--- src/rtl/smpq_pkg.sv ---
`timescale 1ns / 1ps
// ----------------------------------------------------------------------------
// smpq_pkg: shared types and constants of the sorted max-priority queue
// Operation and status codes, field widths, and the command and status
// bundles between the controller and the datapath.
// ----------------------------------------------------------------------------
package smpq_pkg;

  localparam int DATA_W   = 32;
  localparam int OP_W     = 2;
  localparam int STATUS_W = 2;
  localparam int COUNT_W  = 5;

  typedef enum logic [OP_W-1:0] {
    OP_PUSH = 2'd0,
    OP_POP  = 2'd1,
    OP_TOP  = 2'd2,
    OP_NOP  = 2'd3
  } op_t;

  typedef enum logic [STATUS_W-1:0] {
    ST_OK    = 2'd0,
    ST_EMPTY = 2'd1,
    ST_FULL  = 2'd2
  } status_t;

  typedef struct packed {
    logic    capture;
    logic    rd_start;
    logic    shift;
    logic    place;
    logic    dec_occ;
    logic    out_load;
    logic    out_head;
    status_t out_status;
  } cmd_t;

  typedef struct packed {
    op_t  op;
    logic empty;
    logic full;
    logic idx_zero;
    logic greater;
    logic out_free;
  } stat_t;

endpackage

--- src/rtl/sorted_max_priority_queue.sv ---
`timescale 1ns / 1ps
// ----------------------------------------------------------------------------
// sorted_max_priority_queue: bounded max-priority queue of signed values
// Input channel in_valid/in_stall carries operation (push, pop, top) and
// value; output channel out_valid/out_stall returns one item per input
// item: head_value, status and entry_count after the operation.
// An item is taken only when the block is idle. Pop and top go from
// acceptance through decode and memory read to the result register.
// A push shifts every stored entry larger than the value up by one
// slot: the insertion scan moves one entry per cycle through the
// single write port of the entry memory. Full, empty and no-op cases
// load the result straight from decode, with no memory read. The next
// item is taken the cycle after the result is loaded. A finished
// result waits in the output register while out_stall is high; the
// block keeps working and holds only when a second result is ready.
// Reset empties the queue at once; no clearing pass is needed since
// entries above the occupancy are never read.
// ----------------------------------------------------------------------------
module sorted_max_priority_queue #(
  parameter int QUEUE_DEPTH = 16
) (
  input  logic                                clk,
  input  logic                                rst,
  input  logic                                in_valid,
  output logic                                in_stall,
  input  logic [smpq_pkg::OP_W-1:0]           operation,
  input  logic signed [smpq_pkg::DATA_W-1:0]  value,
  output logic                                out_valid,
  input  logic                                out_stall,
  output logic signed [smpq_pkg::DATA_W-1:0]  head_value,
  output logic [smpq_pkg::STATUS_W-1:0]       status,
  output logic [smpq_pkg::COUNT_W-1:0]        entry_count
);
  import smpq_pkg::*;

  cmd_t  cmd;
  stat_t st;

  smpq_controller u_ctrl (
    .clk      (clk),
    .rst      (rst),
    .in_valid (in_valid),
    .in_stall (in_stall),
    .st       (st),
    .cmd      (cmd)
  );

  smpq_datapath #(
    .QUEUE_DEPTH (QUEUE_DEPTH)
  ) u_dp (
    .clk         (clk),
    .rst         (rst),
    .cmd         (cmd),
    .st          (st),
    .operation   (operation),
    .value       (value),
    .out_valid   (out_valid),
    .out_stall   (out_stall),
    .head_value  (head_value),
    .status      (status),
    .entry_count (entry_count)
  );

endmodule

--- src/rtl/smpq_datapath.sv ---
`timescale 1ns / 1ps
// ----------------------------------------------------------------------------
// smpq_datapath: entry store, scan index, occupancy and result register
// Entries are held in ascending order, largest at occupancy - 1, so the
// head is one read away and a push shifts larger entries up one per cycle.
// ----------------------------------------------------------------------------
module smpq_datapath #(
  parameter int QUEUE_DEPTH = 16
) (
  input  logic                          clk,
  input  logic                          rst,
  input  smpq_pkg::cmd_t                cmd,
  output smpq_pkg::stat_t               st,
  input  logic [smpq_pkg::OP_W-1:0]     operation,
  input  logic signed [smpq_pkg::DATA_W-1:0] value,
  output logic                          out_valid,
  input  logic                          out_stall,
  output logic signed [smpq_pkg::DATA_W-1:0] head_value,
  output logic [smpq_pkg::STATUS_W-1:0] status,
  output logic [smpq_pkg::COUNT_W-1:0]  entry_count
);
  import smpq_pkg::*;

  localparam int AW = (QUEUE_DEPTH > 1) ? $clog2(QUEUE_DEPTH) : 1;
  localparam int CW = $clog2(QUEUE_DEPTH + 1);

  logic signed [DATA_W-1:0] mem [QUEUE_DEPTH];
  logic signed [DATA_W-1:0] rdata;
  logic signed [DATA_W-1:0] val_q;
  op_t                      op_q;
  logic [CW-1:0]            occupancy;
  logic [CW-1:0]            idx;
  logic [CW-1:0]            occ_m1;
  logic [CW-1:0]            idx_m2;
  logic [CW-1:0]            occ_after;
  logic [AW-1:0]            rd_addr;
  logic [AW-1:0]            wr_addr;
  logic signed [DATA_W-1:0] wr_data;
  logic                     rd_en;
  logic                     wr_en;

  assign occ_m1  = occupancy - CW'(1);
  assign idx_m2  = idx - CW'(2);
  assign rd_en   = cmd.rd_start | cmd.shift;
  assign rd_addr = cmd.rd_start ? occ_m1[AW-1:0] : idx_m2[AW-1:0];
  assign wr_en   = cmd.shift | cmd.place;
  assign wr_addr = idx[AW-1:0];
  assign wr_data = cmd.shift ? rdata : val_q;

  always_comb begin
    priority if (cmd.place) begin
      occ_after = occupancy + CW'(1);
    end else if (cmd.dec_occ) begin
      occ_after = occupancy - CW'(1);
    end else begin
      occ_after = occupancy;
    end
  end

  assign st.op       = op_q;
  assign st.empty    = (occupancy == '0);
  assign st.full     = (occupancy == CW'(QUEUE_DEPTH));
  assign st.idx_zero = (idx == '0);
  assign st.greater  = (rdata > val_q);
  assign st.out_free = !out_valid || !out_stall;

  always_ff @(posedge clk) begin
    if (wr_en) begin
      mem[wr_addr] <= wr_data;
    end
    if (rd_en) begin
      rdata <= mem[rd_addr];
    end
  end

  always_ff @(posedge clk) begin
    if (cmd.capture) begin
      op_q  <= op_t'(operation);
      val_q <= value;
    end
    if (cmd.rd_start) begin
      idx <= occupancy;
    end else if (cmd.shift) begin
      idx <= idx - CW'(1);
    end
    if (cmd.out_load) begin
      head_value  <= cmd.out_head ? rdata : '0;
      status      <= cmd.out_status;
      entry_count <= COUNT_W'(occ_after);
    end
  end

  always_ff @(posedge clk) begin
    if (rst) begin
      occupancy <= '0;
      out_valid <= 1'b0;
    end else begin
      occupancy <= occ_after;
      if (cmd.out_load) begin
        out_valid <= 1'b1;
      end else if (!out_stall) begin
        out_valid <= 1'b0;
      end
    end
  end

`ifndef ASSERT_OFF
  a_occ_bound: assert property (@(posedge clk) disable iff (rst)
    occupancy <= CW'(QUEUE_DEPTH))
    else $error("occupancy above queue depth");
  a_place_room: assert property (@(posedge clk) disable iff (rst)
    cmd.place |-> !st.full)
    else $error("insert into a full store");
  a_pop_nonempty: assert property (@(posedge clk) disable iff (rst)
    cmd.dec_occ |-> !st.empty)
    else $error("removal from an empty store");
  a_shift_index: assert property (@(posedge clk) disable iff (rst)
    cmd.shift |-> !st.idx_zero)
    else $error("shift below the bottom entry");
  a_out_free: assert property (@(posedge clk) disable iff (rst)
    cmd.out_load |-> st.out_free)
    else $error("result register overwritten while held");
`endif

endmodule

--- src/rtl/smpq_controller.sv ---
`timescale 1ns / 1ps
// ----------------------------------------------------------------------------
// smpq_controller: sequencing of push, pop and top operations
// Takes one item, decodes it against the store status, runs the push scan
// or the head read, and loads the result register when it is free.
// ----------------------------------------------------------------------------
module smpq_controller (
  input  logic            clk,
  input  logic            rst,
  input  logic            in_valid,
  output logic            in_stall,
  input  smpq_pkg::stat_t st,
  output smpq_pkg::cmd_t  cmd
);
  import smpq_pkg::*;

  typedef enum logic [3:0] {
    S_IDLE = 4'b0001,
    S_EXEC = 4'b0010,
    S_PUSH = 4'b0100,
    S_HEAD = 4'b1000
  } state_t;

  state_t state;
  state_t state_next;

  assign in_stall = (state != S_IDLE);

  always_comb begin
    state_next = state;
    cmd        = '0;
    cmd.out_status = ST_OK;
    unique case (state)
      S_IDLE: begin
        if (in_valid) begin
          cmd.capture = 1'b1;
          state_next  = S_EXEC;
        end
      end
      S_EXEC: begin
        unique case (st.op)
          OP_PUSH: begin
            if (!st.full) begin
              cmd.rd_start = 1'b1;
              state_next   = S_PUSH;
            end else if (st.out_free) begin
              cmd.out_load   = 1'b1;
              cmd.out_status = ST_FULL;
              state_next     = S_IDLE;
            end
          end
          OP_POP, OP_TOP: begin
            if (!st.empty) begin
              cmd.rd_start = 1'b1;
              state_next   = S_HEAD;
            end else if (st.out_free) begin
              cmd.out_load   = 1'b1;
              cmd.out_status = ST_EMPTY;
              state_next     = S_IDLE;
            end
          end
          default: begin
            if (st.out_free) begin
              cmd.out_load = 1'b1;
              state_next   = S_IDLE;
            end
          end
        endcase
      end
      S_PUSH: begin
        priority if (!st.idx_zero && st.greater) begin
          cmd.shift = 1'b1;
        end else if (st.out_free) begin
          cmd.place    = 1'b1;
          cmd.out_load = 1'b1;
          state_next   = S_IDLE;
        end
      end
      S_HEAD: begin
        if (st.out_free) begin
          cmd.out_load = 1'b1;
          cmd.out_head = 1'b1;
          cmd.dec_occ  = (st.op == OP_POP);
          state_next   = S_IDLE;
        end
      end
      default: begin
        state_next = S_IDLE;
      end
    endcase
  end

  always_ff @(posedge clk) begin
    if (rst) begin
      state <= S_IDLE;
    end else begin
      state <= state_next;
    end
  end

`ifndef ASSERT_OFF
  a_capture_idle: assert property (@(posedge clk) disable iff (rst)
    cmd.capture |=> (state == S_EXEC))
    else $error("item taken without decode");
  a_no_accept_busy: assert property (@(posedge clk) disable iff (rst)
    (state != S_IDLE) |-> !cmd.capture)
    else $error("item taken while busy");
  a_place_ends: assert property (@(posedge clk) disable iff (rst)
    cmd.place |=> (state == S_IDLE))
    else $error("push did not finish after insert");
`endif

endmodule

--- config.mk ---
export PLATFORM = sky130hd
export DESIGN_NAME = sorted_max_priority_queue
export DESIGN_NICKNAME = d
export VERILOG_FILES = /design/src/rtl/smpq_pkg.sv /design/src/rtl/sorted_max_priority_queue.sv /design/src/rtl/smpq_datapath.sv /design/src/rtl/smpq_controller.sv
export SDC_FILE = /design/constraint.sdc
export NUM_CORES = 1
export LEC_CHECK = 0
export ABC_AREA = 1
export CELL_PAD_IN_SITES_DETAIL_PLACEMENT = 0
export CELL_PAD_IN_SITES_GLOBAL_PLACEMENT = 2
export CORE_ASPECT_RATIO = 1.2
export CORE_UTILIZATION = 30
export DETAILED_ROUTE_END_ITERATION = 6
export DONT_BUFFER_PORTS = 1
export GPL_ROUTABILITY_DRIVEN = 0
export PLACE_DENSITY_LB_ADDON = 0.05
export SYNTH_ARGS = -nofsm -noshare
export SYNTH_HDL_FRONTEND = slang
export SYNTH_HIERARCHICAL = 1
export SYNTH_SLANG_ARGS = --single-unit
--- constraint.sdc ---
create_clock -name clk -period 3.9 [get_ports clk]
set_input_delay 0.195 -clock clk [delete_from_list [all_inputs] [get_ports clk]]
set_output_delay 0.195 -clock clk [all_outputs]
set_load 0.01 [all_outputs]
Word level (Yosys, flattened, before mapping)
Memories as Yosys holds them, arrays and structs flattened. A register that Yosys moved wholly into a read port is not among the register bits.
Index checks and enable logic that the tools add are counted.
{ "word_totals": {"elab_cells": 78, "input_bits": 38, "mem_bits_rw": 512, "mem_count": 1, "ff_bits": 88, "out_inout_bits": 41} }
{ "op_classes": {"muxes": 39, "bitwise": 2, "reduce_logical": 11, "n_lt_le_gt_ge": 1, "eq_ne": 11, "n_addsub": 4} }
{ "mem_list": {"columns": ["name", "words", "width", "read_ports", "rd_ports_with_merged_regs", "wr", "line_no", "text"], "rows": [
  ["u_dp.mem", 16, 32, 1, 1, 1, "smpq_datapath.sv:27", "logic signed [DATA_W-1:0] mem [QUEUE_DEPTH];"]
]} }
{ "ops": {"columns": ["operator", "count"], "rows": [
  ["$gt 32x32->1", 1],
  ["$mux 32", 1],
  ["$mux 4", 6],
  ["$mux 5", 4],
  ["$mux 1", 17],
  ["$pmux 4 s4", 1],
  ["$logic_not 5->1", 2],
  ["$sub 5x1->5 const B", 2],
  ["$mux 2", 4],
  ["$pmux 4 s2", 1],
  ["$add 5x1->5 const B", 1],
  ["$eq 5x5->1 const B", 1],
  ["$eq 4x1->1 const B", 1],
  ["$eq 4x2->1 const B", 1],
  ["$eq 4x3->1 const B", 1],
  ["$eq 4x4->1 const B", 1],
  ["$ne 2x2->1 const B", 2],
  ["$ne 4x1->1 const B", 1],
  ["$pmux 1 s2", 2],
  ["$pmux 2 s2", 1],
  ["$sub 4x2->4 const B", 1],
  ["$logic_not 1->1", 3],
  ["$mux 3", 1],
  ["$pmux 1 s3", 1],
  ["other kinds (10)", 11]
]} }

Logic depth before layout (Yosys ltp)
Gate-level depths: netlist of run 1.
{ "depth": {"depth_word": 8, "ltp_mapped": 27, "ltp_nobuf": 27} }

Cells and area by module
The synthesis of run 1 kept the hierarchy.
{ "by_module_without_submodules": {"columns": ["mod", "area_each_um2", "seq_area_each_um2", "cells_each", "instances"], "rows": [
  ["smpq_datapath", 25309.3, 18798.0, 1888, 1],
  ["smpq_controller", 471.7, 80.1, 80, 1]
]} }

Worst setup path before layout of run 1
No wires, ideal clock.
{ "synth_timing": {"kind": "reg2reg", "from": "register u_dp.rdata[31], read port of u_dp.mem", "to": "memory u_dp.mem[10][0] (enable)", "path_buffers": 1, "setup_ps": 421, "t_arrival_ps": 3599, "setup_slack_ps": -120, "synth_period_minus_slack_ps": 4020, "required_time_ps": 3479, "path_stages_with_launch": 18, "cell_sequence": "edfxtp_1 > ha_1 > nand2_1 > nor3_1 > and3_1 > nand2_1 > nand3_1 > nand2_1 > nor2_1 > inv_1 > nor2_1 > nand2_2 > inv_1 > clkbuf_1 > nor2_1 > inv_1 > nand2_1 > nor2_1"} }
{ "synth_rtl": {"columns": ["item", "line_no", "text"], "rows": [
  ["from (decl)", "smpq_datapath.sv:28", "logic signed [DATA_W-1:0] rdata;"],
  ["to (decl)", "smpq_datapath.sv:27", null]
]} }

==> flow_metrics.env, run 1 <==
export IMPL_status="completed"
export IMPL_antenna_found_initial=1
export IMPL_die_w_um=269.6
export IMPL_max_slew_margin_pct=42.00
export IMPL_syn_avg_cell_area_sq_um=13.10
export IMPL_antenna_cells=0
export IMPL_postLayoutCoreUtil_pct=36.97
export IMPL_tightest_slew_ps=870.1
export IMPL_grt_first_pass_wirelength_um=116600
export IMPL_cts_tree="built"
export IMPL_design_area_sq_mm=0.03139
export IMPL_hold_path_depth=1
export IMPL_synth_common_cells="edfxtp_1 (622), nor2_1 (304), o21ai_0 (265)"
export IMPL_timing_critical_path_buf_inv=7
export IMPL_hp_class="in2reg"
export IMPL_powerDensity_mw_per_mm2=495.2
export IMPL_regArea_sq_mm=0.01888
export IMPL_portBuffers=0
export IMPL_endpoint_kind="register"
export IMPL_area_growth_pct=21.74
export IMPL_synth_nets=2050
export IMPL_crit_arrival_ps=3930
export IMPL_multi_input_area_sq_mm=0.006040
export IMPL_routed_wl_met3_um=2308
export IMPL_dp_hpwl_um=48540
export IMPL_drt_pass1_iter_count=5
export IMPL_reg2reg_to="u_dp/mem[5][28]"
export IMPL_via_per_inst=4.862
export IMPL_cp_start_kind="register"
export IMPL_grt_pass1_vias=16510
export IMPL_cts_clk_slew_worst_paths_ps=60
export IMPL_worstRegToRegCells=21
export IMPL_rsz0062_at_grt="true"
export IMPL_wl_met2_um=40160
export IMPL_fin_skew_ps=31.54
export IMPL_clk_path_buf_depth=3
export IMPL_start_util_pct=30.36
export IMPL_regToRegStartpoint="u_dp/rdata[31]"
export IMPL_required_ps=4210
export IMPL_rows=117
export IMPL_met1_length_um=35540
export IMPL_path_max_fanout=16
export IMPL_io_pins=79
export IMPL_fill_cells=8223
export IMPL_cts_buffers=73
export IMPL_synthArstFlopShare_pct=0
export IMPL_ys_seq_elements=632
export IMPL_groute_usage_overall_pct=18.46
export IMPL_power_leakage_uw=0.01086
export IMPL_period_share_pct=92.88
export IMPL_clock_latency_ps=630
export IMPL_max_stage_delay_ps=420
export IMPL_synth_cell_types=41
export IMPL_setup_viol=0
export IMPL_synth_seq_area_share_pct=73.22
export IMPL_worstSetupPathType="reg2reg"
export IMPL_slew_violations=0
export IMPL_vias=16080
export IMPL_holdPathEnd="u_dp/val_q[11]"
export IMPL_die_h_um=323.1
export IMPL_drc=0
export IMPL_postRouteAntennaNets=0
export IMPL_critical_path_cell_chain="ha_1, buf_4, a21oi_2, o21a_1, nand2_1, a21oi_4, nand3_1, nand2_1, nor2_1, inv_1, nor2_1, nor2_1, nand2_1, inv_1, nor2_1, buf_4, inv_1, nand2_1, buf_12, nor2_4, buf_12"
export IMPL_root_buffer="clkbuf_16"
export IMPL_synth_top_area_share_pct=72.45
export IMPL_topRoutingLayerUsed="met4"
export IMPL_yosys_warnings=6
export IMPL_fin_ws_ps=277.7
export IMPL_maxCapViolations=0
export IMPL_place_area_sq_mm=0.02857
export IMPL_die_area_sq_mm=0.08712
export IMPL_core_sq_mm=0.08491
export IMPL_cts_max_level=3
export IMPL_synth_most_common_cell="edfxtp_1"
export IMPL_cts_sinks=632
export IMPL_worstHoldStart="value[11]"
export IMPL_drive_gt1_share_pct=14.42
export IMPL_cp_slowest_cell="edfxtp_1"
export IMPL_grt_max_degree=78
export IMPL_r2r_slack_ps=280
export IMPL_drt_initial_drc_count=951
export IMPL_wl_um=80260
export IMPL_finalHoldViolations=0
export IMPL_synth_cells=1968
export IMPL_post_drt_wl_per_cell_um=24.27
export IMPL_total_power_uw=15540
export IMPL_fin_crit_ps=3622
export IMPL_crit_family="buffers and inverters"
export IMPL_setup_tns_final_ps=0
export IMPL_synth_top_cell_by_area="edfxtp_1"
export IMPL_nets=2209
export IMPL_synth_edf_count=622
export IMPL_synth_flop_cell="edfxtp_1"
export IMPL_synth_cell_area_sq_mm=0.02578
export IMPL_pre_cts_ws_ps=-170.8
export IMPL_grt_ovfl_total=0
export IMPL_ir_worst_vdd_v=0.0002816
export IMPL_fmax_ghz=0.2761
export IMPL_synthTopCellsByArea="edfxtp_1 (72%), o21ai_0 (5.1%), nor2_1 (4.4%)"
-- what timing repair did --
action | CTS | global route
hold buffers | 37 | 0
setup endpoints to repair | 598 | 547
gates resized for setup | 3 | 6
buffers inserted | 0 | 9
pin swaps | 0 | 4
endpoints found under the hold margin | 44 | 0
-- flip-flops by register name, summed over array words and instances (netlist names) --
register and flops:
u_dp/head_value 32, u_dp/occupancy 5, u_dp/val_q 32, u_dp/mem 512, u_ctrl/state 4, u_dp/entry_count 5
u_dp/out_valid 1, u_dp/op_q 2, u_dp/idx 5, u_dp/rdata 32, u_dp/status 2
-- where the power goes --
part / switching [uW] / leakage (uW) / internal [uW] / total (uW)
clock: 2800 / 0.00115 / 4070 / 6870
combinational: 690 / 0.00396 / 280 / 970
sequential: 30.3 / 0.00575 / 7670 / 7700
total: 3520 / 0.0109 / 12000 / 15500
-- final cells by class --
type / count / share of cell area (%)
flip-flops and latches: 632 / 60.15
multi-input cells: 1106 / 19.24
repair buffers: 197 / 7.251
clock buffers: 86 / 6.043
well taps: 1130 / 4.505
clock inverters: 39 / 1.411
inverters: 117 / 1.399
-- cells by family after synthesis --
family / Yosys count / share of synthesized area, %
flip-flops: 632 / 73.22
AND/OR/NAND/NOR: 588 / 9.240
AO/OA/AOI/OAI: 468 / 11.09
buffers and inverters: 230 / 4.101
adder cells (fa/ha/maj): 44 / 2.135
XOR/XNOR: 6 / 0.2038
-- layout by cell type, fill, tap and decap left out, types with 6 or more instances in the layout --
cell             n
edfxtp_1       622
nor2_1         285
o21ai_0        265
nand2_1        183
inv_1          104
buf_4          103
o221ai_1        96
nand3_1         75
clkbuf_16       74
buf_12          56
ha_1            44
dlygate4sd3_1   37
o211ai_1        34
o21ai_1         29
nor2_4          21
a21oi_1         18
clkinv_1        16
o21bai_1        14
clkbuf_1        12
inv_2           12
dfxtp_1         10
clkinv_2         9
bufinv_16        9
nand2_2          6
-- metal layers --
metal	vias up	GRT usage (%)
met5	-	0
met4	0	6.578
met3	108	2.442
met2	250	32.22
met1	8178	23.41
li1	7544	-
-- worst max-delay path by stage --
stage	start	endpoint	slack [ps]	depth (start not counted)
6_report	u_dp/rdata[31]	u_dp/mem[5][28]	280	21
5_1_grt	u_dp/rdata[19]	u_dp/mem[15][14]	-20	23
4_1_cts	u_dp/rdata[31]	u_dp/mem[13][18]	40	21
3_5_place_dp	u_dp/rdata[31]	u_dp/mem[13][30]	-170	21
3_3_place_gp	u_dp/rdata[31]	u_dp/mem[13][29]	-270	19
2_1_floorplan	u_dp/rdata[31]	u_dp/mem[10][0]	-120	17
-- per-stage QoR --
| stage | hold slack, ps | instances |
|---|---|---|
| detailed placement | 263.6 | 3136 |
| finish | 191.5 | 3307 |
| global placement | 264.6 | 3136 |
| CTS | 146.3 | 3298 |
| floorplan | 257.4 | 1968 |
| global route | 172.0 | 3307 |
No activity file was read; power rests on OpenSTA's default activity.
==> inputs of run 2 (changes only) <==
--- a/config.mk
+++ b/config.mk
@@ -13,6 +13,7 @@
 export DETAILED_ROUTE_END_ITERATION = 6
 export DONT_BUFFER_PORTS = 1
 export GPL_ROUTABILITY_DRIVEN = 0
+export MAX_ROUTING_LAYER = met4
 export PLACE_DENSITY_LB_ADDON = 0.05
 export SYNTH_ARGS = -nofsm -noshare
 export SYNTH_HDL_FRONTEND = slang
==> run 2 against run 1 <==
  * Register-to-register slack worse by 30 ps
  * Critical path depth up 1
  * Sequential power about the same
  * Non-clock buffer count down 1
  * Final cell count about the same
  * Global-route usage up 0.55 points
  * Utilization about the same
  * Power about the same
  * Via count down 0.24%
  * Clock skew about the same
  * Critical endpoint is now u_dp/mem[13][23]
  * Largest cell class unchanged
==> flow_metrics.env, run 2 (synthesis gave the netlist of run 1 again) <==
export IMPL_status="completed"
export IMPL_via_per_inst=4.852
export IMPL_cts_buffers=73
export IMPL_multi_input_area_sq_mm=0.006040
export IMPL_p_int_uw=12020
export IMPL_groute_usage_overall_pct=19.01
export IMPL_slew_violations=0
export IMPL_combPwrFrac_pct=6.2
export IMPL_swShare_pct=22.63
export IMPL_hp_class="in2reg"
export IMPL_ir_worst_vdd_v=0.0002814
export IMPL_post_drt_wl_per_cell_um=24.26
export IMPL_tightest_slew_ps=861.1
export IMPL_endpoint_kind="register"
export IMPL_period_share_pct=93.70
export IMPL_total_power_uw=15540
export IMPL_holdPathEnd="u_dp/val_q[11]"
export IMPL_max_slew_margin_pct=42.59
export IMPL_worstHoldStart="value[11]"
export IMPL_r2r_slack_ps=250
export IMPL_cts_tree="built"
export IMPL_antenna_cells=0
export IMPL_crit_arrival_ps=3970
export IMPL_rsz0062_at_grt="true"
export IMPL_place_area_sq_mm=0.02857
export IMPL_portBuffers=0
export IMPL_area_growth_pct=21.71
export IMPL_cts_max_level=3
export IMPL_final_common_cell="edfxtp_1"
export IMPL_cp_start_kind="register"
export IMPL_grt_ovfl_total=0
export IMPL_powerDensity_mw_per_mm2=495.1
export IMPL_core_sq_mm=0.08491
export IMPL_hold_path_depth=1
export IMPL_fin_crit_ps=3654
export IMPL_postRouteAntennaNets=0
export IMPL_die_h_um=323.1
export IMPL_cts_sinks=632
export IMPL_start_util_pct=30.36
export IMPL_io_pins=79
export IMPL_setup_tns_final_ps=0
export IMPL_dp_hpwl_um=48540
export IMPL_grt_first_pass_wirelength_um=116500
export IMPL_grt_max_degree=78
export IMPL_worstSetupPathType="reg2reg"
export IMPL_max_stage_delay_ps=420
export IMPL_drt_initial_drc_count=940
export IMPL_die_w_um=269.6
export IMPL_clockPowerShare_pct=44.2
export IMPL_fmax_ghz=0.2736
export IMPL_switchingPower_uw=3515
export IMPL_die_area_sq_mm=0.08712
export IMPL_vias=16040
export IMPL_largest_reg_flops=512
export IMPL_drt_pass1_iter_count=5
export IMPL_maxCapViolations=0
export IMPL_fin_skew_ps=31.39
export IMPL_power_leakage_uw=0.01085
export IMPL_worstRegToRegCells=22
export IMPL_regArea_sq_mm=0.01888
export IMPL_power_frac_seq_pct=49.6
export IMPL_grt_pass1_vias=16520
export IMPL_cp_slowest_cell="edfxtp_1"
export IMPL_clk_path_buf_depth=3
export IMPL_path_max_fanout=16
export IMPL_critical_path_cell_chain="ha_1, buf_4, a21oi_2, o21a_1, nand2_1, a21oi_4, nand3_1, nand2_1, nor2_1, inv_1, nor2_1, nor2_1, nand2_1, inv_1, nor2_1, buf_4, inv_1, nand2_1, buf_12, nor2_4, buf_4, buf_12"
export IMPL_nets=2208
export IMPL_rows=117
export IMPL_antenna_found_initial=1
export IMPL_reg2reg_to="u_dp/mem[13][23]"
export IMPL_clock_latency_ps=630
export IMPL_finalHoldViolations=0
export IMPL_largest_register="u_dp/mem"
export IMPL_drc=0
export IMPL_design_area_sq_mm=0.03138
export IMPL_cts_clk_slew_worst_paths_ps=60
export IMPL_fill_cells=8224
export IMPL_root_buffer="clkbuf_16"
export IMPL_regToRegStartpoint="u_dp/rdata[31]"
export IMPL_wl_um=80200
export IMPL_required_ps=4220
export IMPL_layout_common_cells="edfxtp_1 (622), nor2_1 (285), o21ai_0 (265)"
export IMPL_setup_viol=0
export IMPL_drive_gt1_share_pct=14.38
-- run 2: cell types whose count changed in the layout (fill, tap and decap cells not counted), sizes merged --
cell	delta
buf	-1
-- run 2: cell type report --
| cell class | count | share of cell area, % |
|---|---|---|
| Clock buffer | 86 | 6.045 |
| Clock inverter | 39 | 1.412 |
| Inverter | 117 | 1.400 |
| Multi-Input combinational cell | 1106 | 19.25 |
| Sequential cell | 632 | 60.16 |
| Tap cell | 1130 | 4.506 |
| Timing Repair Buffer | 196 | 7.229 |
-- run 2: through the flow --
| step | cells | utilization, % | setup WS [ps] | hold WS, ps |
|---|---|---|---|---|
| after CTS | 3298 | 36.86 | 43.36 | 146.3 |
| after global routing | 3306 | 36.96 | -16.74 | 172.0 |
| final | 3306 | 36.96 | 245.5 | 190.1 |
| after global placement | 3136 | 33.65 | -272.8 | 264.6 |
| after floorplan | 1968 | - | -119.5 | 257.4 |
| after detailed placement | 3136 | 33.65 | -170.8 | 263.6 |
-- run 2: routing by layer --
metal  vias up  global-route usage, %  part of all wire [%]
met2       264                  32.27                    50
li1       7534                      -                     -
met1      8135                  23.33                    44
met5         -                      -                     0
met4         0                  6.578                   2.8
met3       109                  2.435                   3.0
-- run 2: power groups by stage --
stage          registers (uW)  clock network (uW)  logic, uW
2_1_floorplan            7850                   0        477
3_3_place_gp             7850                   0        967
3_5_place_dp             7850                   0        966
4_1_cts                  7700                7090       1000
5_1_grt                  7710                7310       1080
6_report                 7700                6870        968
-- run 2: repair_timing --
| action | in CTS | in global routing |
|---|---|---|
| hold buffers | 37 | 0 |
| hold endpoints to repair | 44 | 0 |
| setup endpoints to repair | 598 | 547 |
| gates resized for setup | 3 | 6 |
| setup buffers | 0 | 8 |
| pin swaps | 0 | 4 |
-- run 2: critical path, delay by kind of cell, from the launching register on --
family                   cells  cell delay, ps
adder cells (fa/ha/maj)      1             330
flip-flops                   1             420
AO/OA/AOI/OAI                3             630
AND/OR/NAND/NOR             10             870
buffers and inverters        8            1070
-- run 2: worst max-delay path by stage --
stage                       end  cells past startpoint  slack [ps]      startpoint
3_5_place_dp   u_dp/mem[13][30]                     21        -170  u_dp/rdata[31]
6_report       u_dp/mem[13][23]                     22         250  u_dp/rdata[31]
2_1_floorplan   u_dp/mem[10][0]                     17        -120  u_dp/rdata[31]
4_1_cts        u_dp/mem[13][18]                     21          40  u_dp/rdata[31]
3_3_place_gp   u_dp/mem[13][29]                     19        -270  u_dp/rdata[31]
5_1_grt        u_dp/mem[13][23]                     23         -20  u_dp/rdata[19]
==> inputs of run 3 (changes only) <==
--- a/config.mk
+++ b/config.mk
@@ -9,6 +9,7 @@
 export CELL_PAD_IN_SITES_DETAIL_PLACEMENT = 0
 export CELL_PAD_IN_SITES_GLOBAL_PLACEMENT = 2
 export CORE_ASPECT_RATIO = 1.2
+export CORE_MARGIN = 2
 export CORE_UTILIZATION = 30
 export DETAILED_ROUTE_END_ITERATION = 6
 export DONT_BUFFER_PORTS = 1
==> run 3 against run 2 <==
  * Clock-buffer cell count increased by 5
  * Critical path depth unchanged
  * Final cell count shrank 0.48%
  * Sequential power about the same
  * Clock power grew 4.5%
  * Utilization fell by 0.17 points
  * Non-clock buffer count decreased by 26
  * Worst hold slack improved by 10 ps
  * Routed wire length fell by 1.5%
  * Sequential share of layout area increased by 0.18 points
  * Critical endpoint is now u_dp/mem[2][25]
  * Highest routed layer unchanged
  * Register-to-register slack hardly changed
  * Flip-flop and latch count unchanged
==> flow_metrics.env, run 3 (synthesis gave the netlist of run 1 again) <==
export IMPL_maxCapViolations=0
export IMPL_instances_no_fill=3290
export IMPL_grt_first_pass_wirelength_um=115000
export IMPL_grt_busiest_layer="met2"
export IMPL_grt_pass1_vias=16290
export IMPL_critical_path_cell_chain="ha_1, nand2_1, nor2_2, buf_4, nand2_1, nand2_2, nand2_1, nand2_1, nand2_1, nand3_1, nand2_1, nor2_2, inv_1, nor2_2, nand2_2, inv_2, nor2_2, inv_1, nand2_1, buf_4, nor2_4, buf_12"
export IMPL_drive_gt1_share_pct=13.48
export IMPL_met2_usage_pct=29.70
export IMPL_cp_start_kind="register"
export IMPL_postLayoutCoreUtil_pct=36.78
export IMPL_area_growth_pct=21.35
export IMPL_holdWs_ps=200.3
export IMPL_cts_buffers=74
export IMPL_drt_pass1_iter_count=5
export IMPL_die_w_um=271.6
export IMPL_crit_family="simple AND/OR/NAND/NOR gates"
export IMPL_die_h_um=325.1
export IMPL_slew_violations=0
export IMPL_worstRegToRegCells=22
export IMPL_layout_common_cells="edfxtp_1 (622), nor2_1 (282), o21ai_0 (265)"
export IMPL_worstSetupPathType="reg2reg"
export IMPL_fill_cells=8170
export IMPL_drc=0
export IMPL_power_leakage_uw=0.01077
export IMPL_dp_hpwl_um=46770
export IMPL_vias=16060
export IMPL_crit_arrival_ps=3970
export IMPL_rsz0062_at_grt="false"
export IMPL_endpoint_kind="register"
export IMPL_cts_sinks=632
export IMPL_power_frac_seq_pct=48.6
export IMPL_finalHoldViolations=0
export IMPL_setup_viol=0
export IMPL_status="completed"
export IMPL_drt_initial_drc_count=1074
export IMPL_rows=117
export IMPL_placedCellCount=3116
export IMPL_core_sq_mm=0.08505
export IMPL_clk_path_buf_depth=3
export IMPL_wl_um=79030
export IMPL_max_stage_delay_ps=420
export IMPL_hp_class="in2reg"
export IMPL_ir_worst_vdd_v=0.0002953
export IMPL_cpMostUsedCell="nand2_1"
export IMPL_combPwrFrac_pct=6.0
export IMPL_antenna_found_initial=2
export IMPL_powerDensity_mw_per_mm2=506.0
export IMPL_clockPowerShare_pct=45.3
export IMPL_root_buffer="clkbuf_16"
export IMPL_switchingPower_uw=3493
export IMPL_met3_usage_pct=2.783
export IMPL_largest_register="u_dp/mem"
export IMPL_cts_clk_slew_worst_paths_ps=60
export IMPL_reg2reg_to="u_dp/mem[2][25]"
export IMPL_postRouteAntennaNets=0
export IMPL_critPathCapture="u_dp/mem[2][25]"
export IMPL_r2r_slack_ps=250
export IMPL_grt_ovfl_total=0
export IMPL_path_max_fanout=14
export IMPL_total_power_uw=15830
export IMPL_required_ps=4210
export IMPL_die_area_sq_mm=0.08831
export IMPL_period_share_pct=93.71
export IMPL_p_int_uw=12340
export IMPL_fmax_ghz=0.2736
export IMPL_fin_skew_ps=31.71
export IMPL_clock_latency_ps=620
export IMPL_regArea_sq_mm=0.01888
export IMPL_groute_usage_overall_pct=18.42
export IMPL_swShare_pct=22.06
export IMPL_tightest_slew_ps=521.2
export IMPL_final_common_cell="edfxtp_1"
export IMPL_grt_max_degree=84
export IMPL_largest_reg_flops=512
export IMPL_startpoint="u_dp/rdata[7]"
export IMPL_regToRegStartpoint="u_dp/rdata[7]"
export IMPL_globalRouteMet1Util_pct=24.22
export IMPL_io_pins=79
export IMPL_timing_critical_path_buf_inv=6
export IMPL_post_drt_wl_per_cell_um=24.02
export IMPL_via_per_inst=4.880
export IMPL_cts_tree="built"
export IMPL_portBuffers=0
export IMPL_fin_crit_ps=3655
export IMPL_max_slew_margin_pct=65.20
export IMPL_nets=2183
export IMPL_multi_input_area_sq_mm=0.006026
export IMPL_cp_num_cells=22
export IMPL_cts_max_level=3
export IMPL_start_util_pct=30.31
export IMPL_cp_slowest_cell="edfxtp_1"
-- run 3: cell types whose count changed in the layout (fill, tap and decap cells not counted), sizes merged --
cell | previous run | this run
clkbuf | 86 | 91
inv | 121 | 118
diode | 0 | 1
clkinvlp | 0 | 2
clkinv | 26 | 29
bufinv | 9 | 11
buf | 159 | 133
-- run 3: what timing repair did --
action	CTS	global route
pin swaps	0	2
setup endpoints to repair	353	719
gates resized for setup	2	6
hold buffers	37	0
buffers inserted	0	2
endpoints found under the hold margin	44	0
-- run 3: through the flow --
step                      setup WS (ps)  TNS [ps]  cell area (sq um)
after floorplan                  -119.5    -53400              25780
after global placement           -130.6    -38980              28390
after detailed placement         -61.53     -4541              28390
after CTS                         21.34         0              31260
after global routing              10.50         0              31280
final                             245.2         0              31290
-- run 3: cell type report --
class	instances	area share (%)
repair buffers	170	6.495
clock buffers	91	6.463
well taps	1130	4.519
inverters	117	1.404
multi-input cells	1106	19.26
clock inverters	43	1.508
diodes	1	0.007999
flip-flops and latches	632	60.34
-- run 3: worst min-delay path by stage --
stage / start / end / slack [ps] / cells after the start
6_report: value[8] / u_dp/val_q[8] / 200 / 1
4_1_cts: value[8] / u_dp/val_q[8] / 140 / 1
2_1_floorplan: rst / u_ctrl/state[3] / 260 / 1
3_3_place_gp: rst / u_ctrl/state[3] / 270 / 1
5_1_grt: value[10] / u_dp/val_q[10] / 170 / 1
3_5_place_dp: rst / u_ctrl/state[3] / 270 / 1
-- run 3: power by group through the flow --
stage,clock (uW),sequential [uW],combinational [uW]
final,7180,7700,951
after global routing,7650,7700,1060
after CTS,7420,7700,978
after detailed placement,0,7850,943
after global placement,0,7840,946
after floorplan,0,7850,477
-- run 3: layer usage --
metal,share of wire [%],up-vias
met5,0,-
met4,2.1,0
met3,3.7,96
met2,48,304
met1,46,8161
li1,-,7494
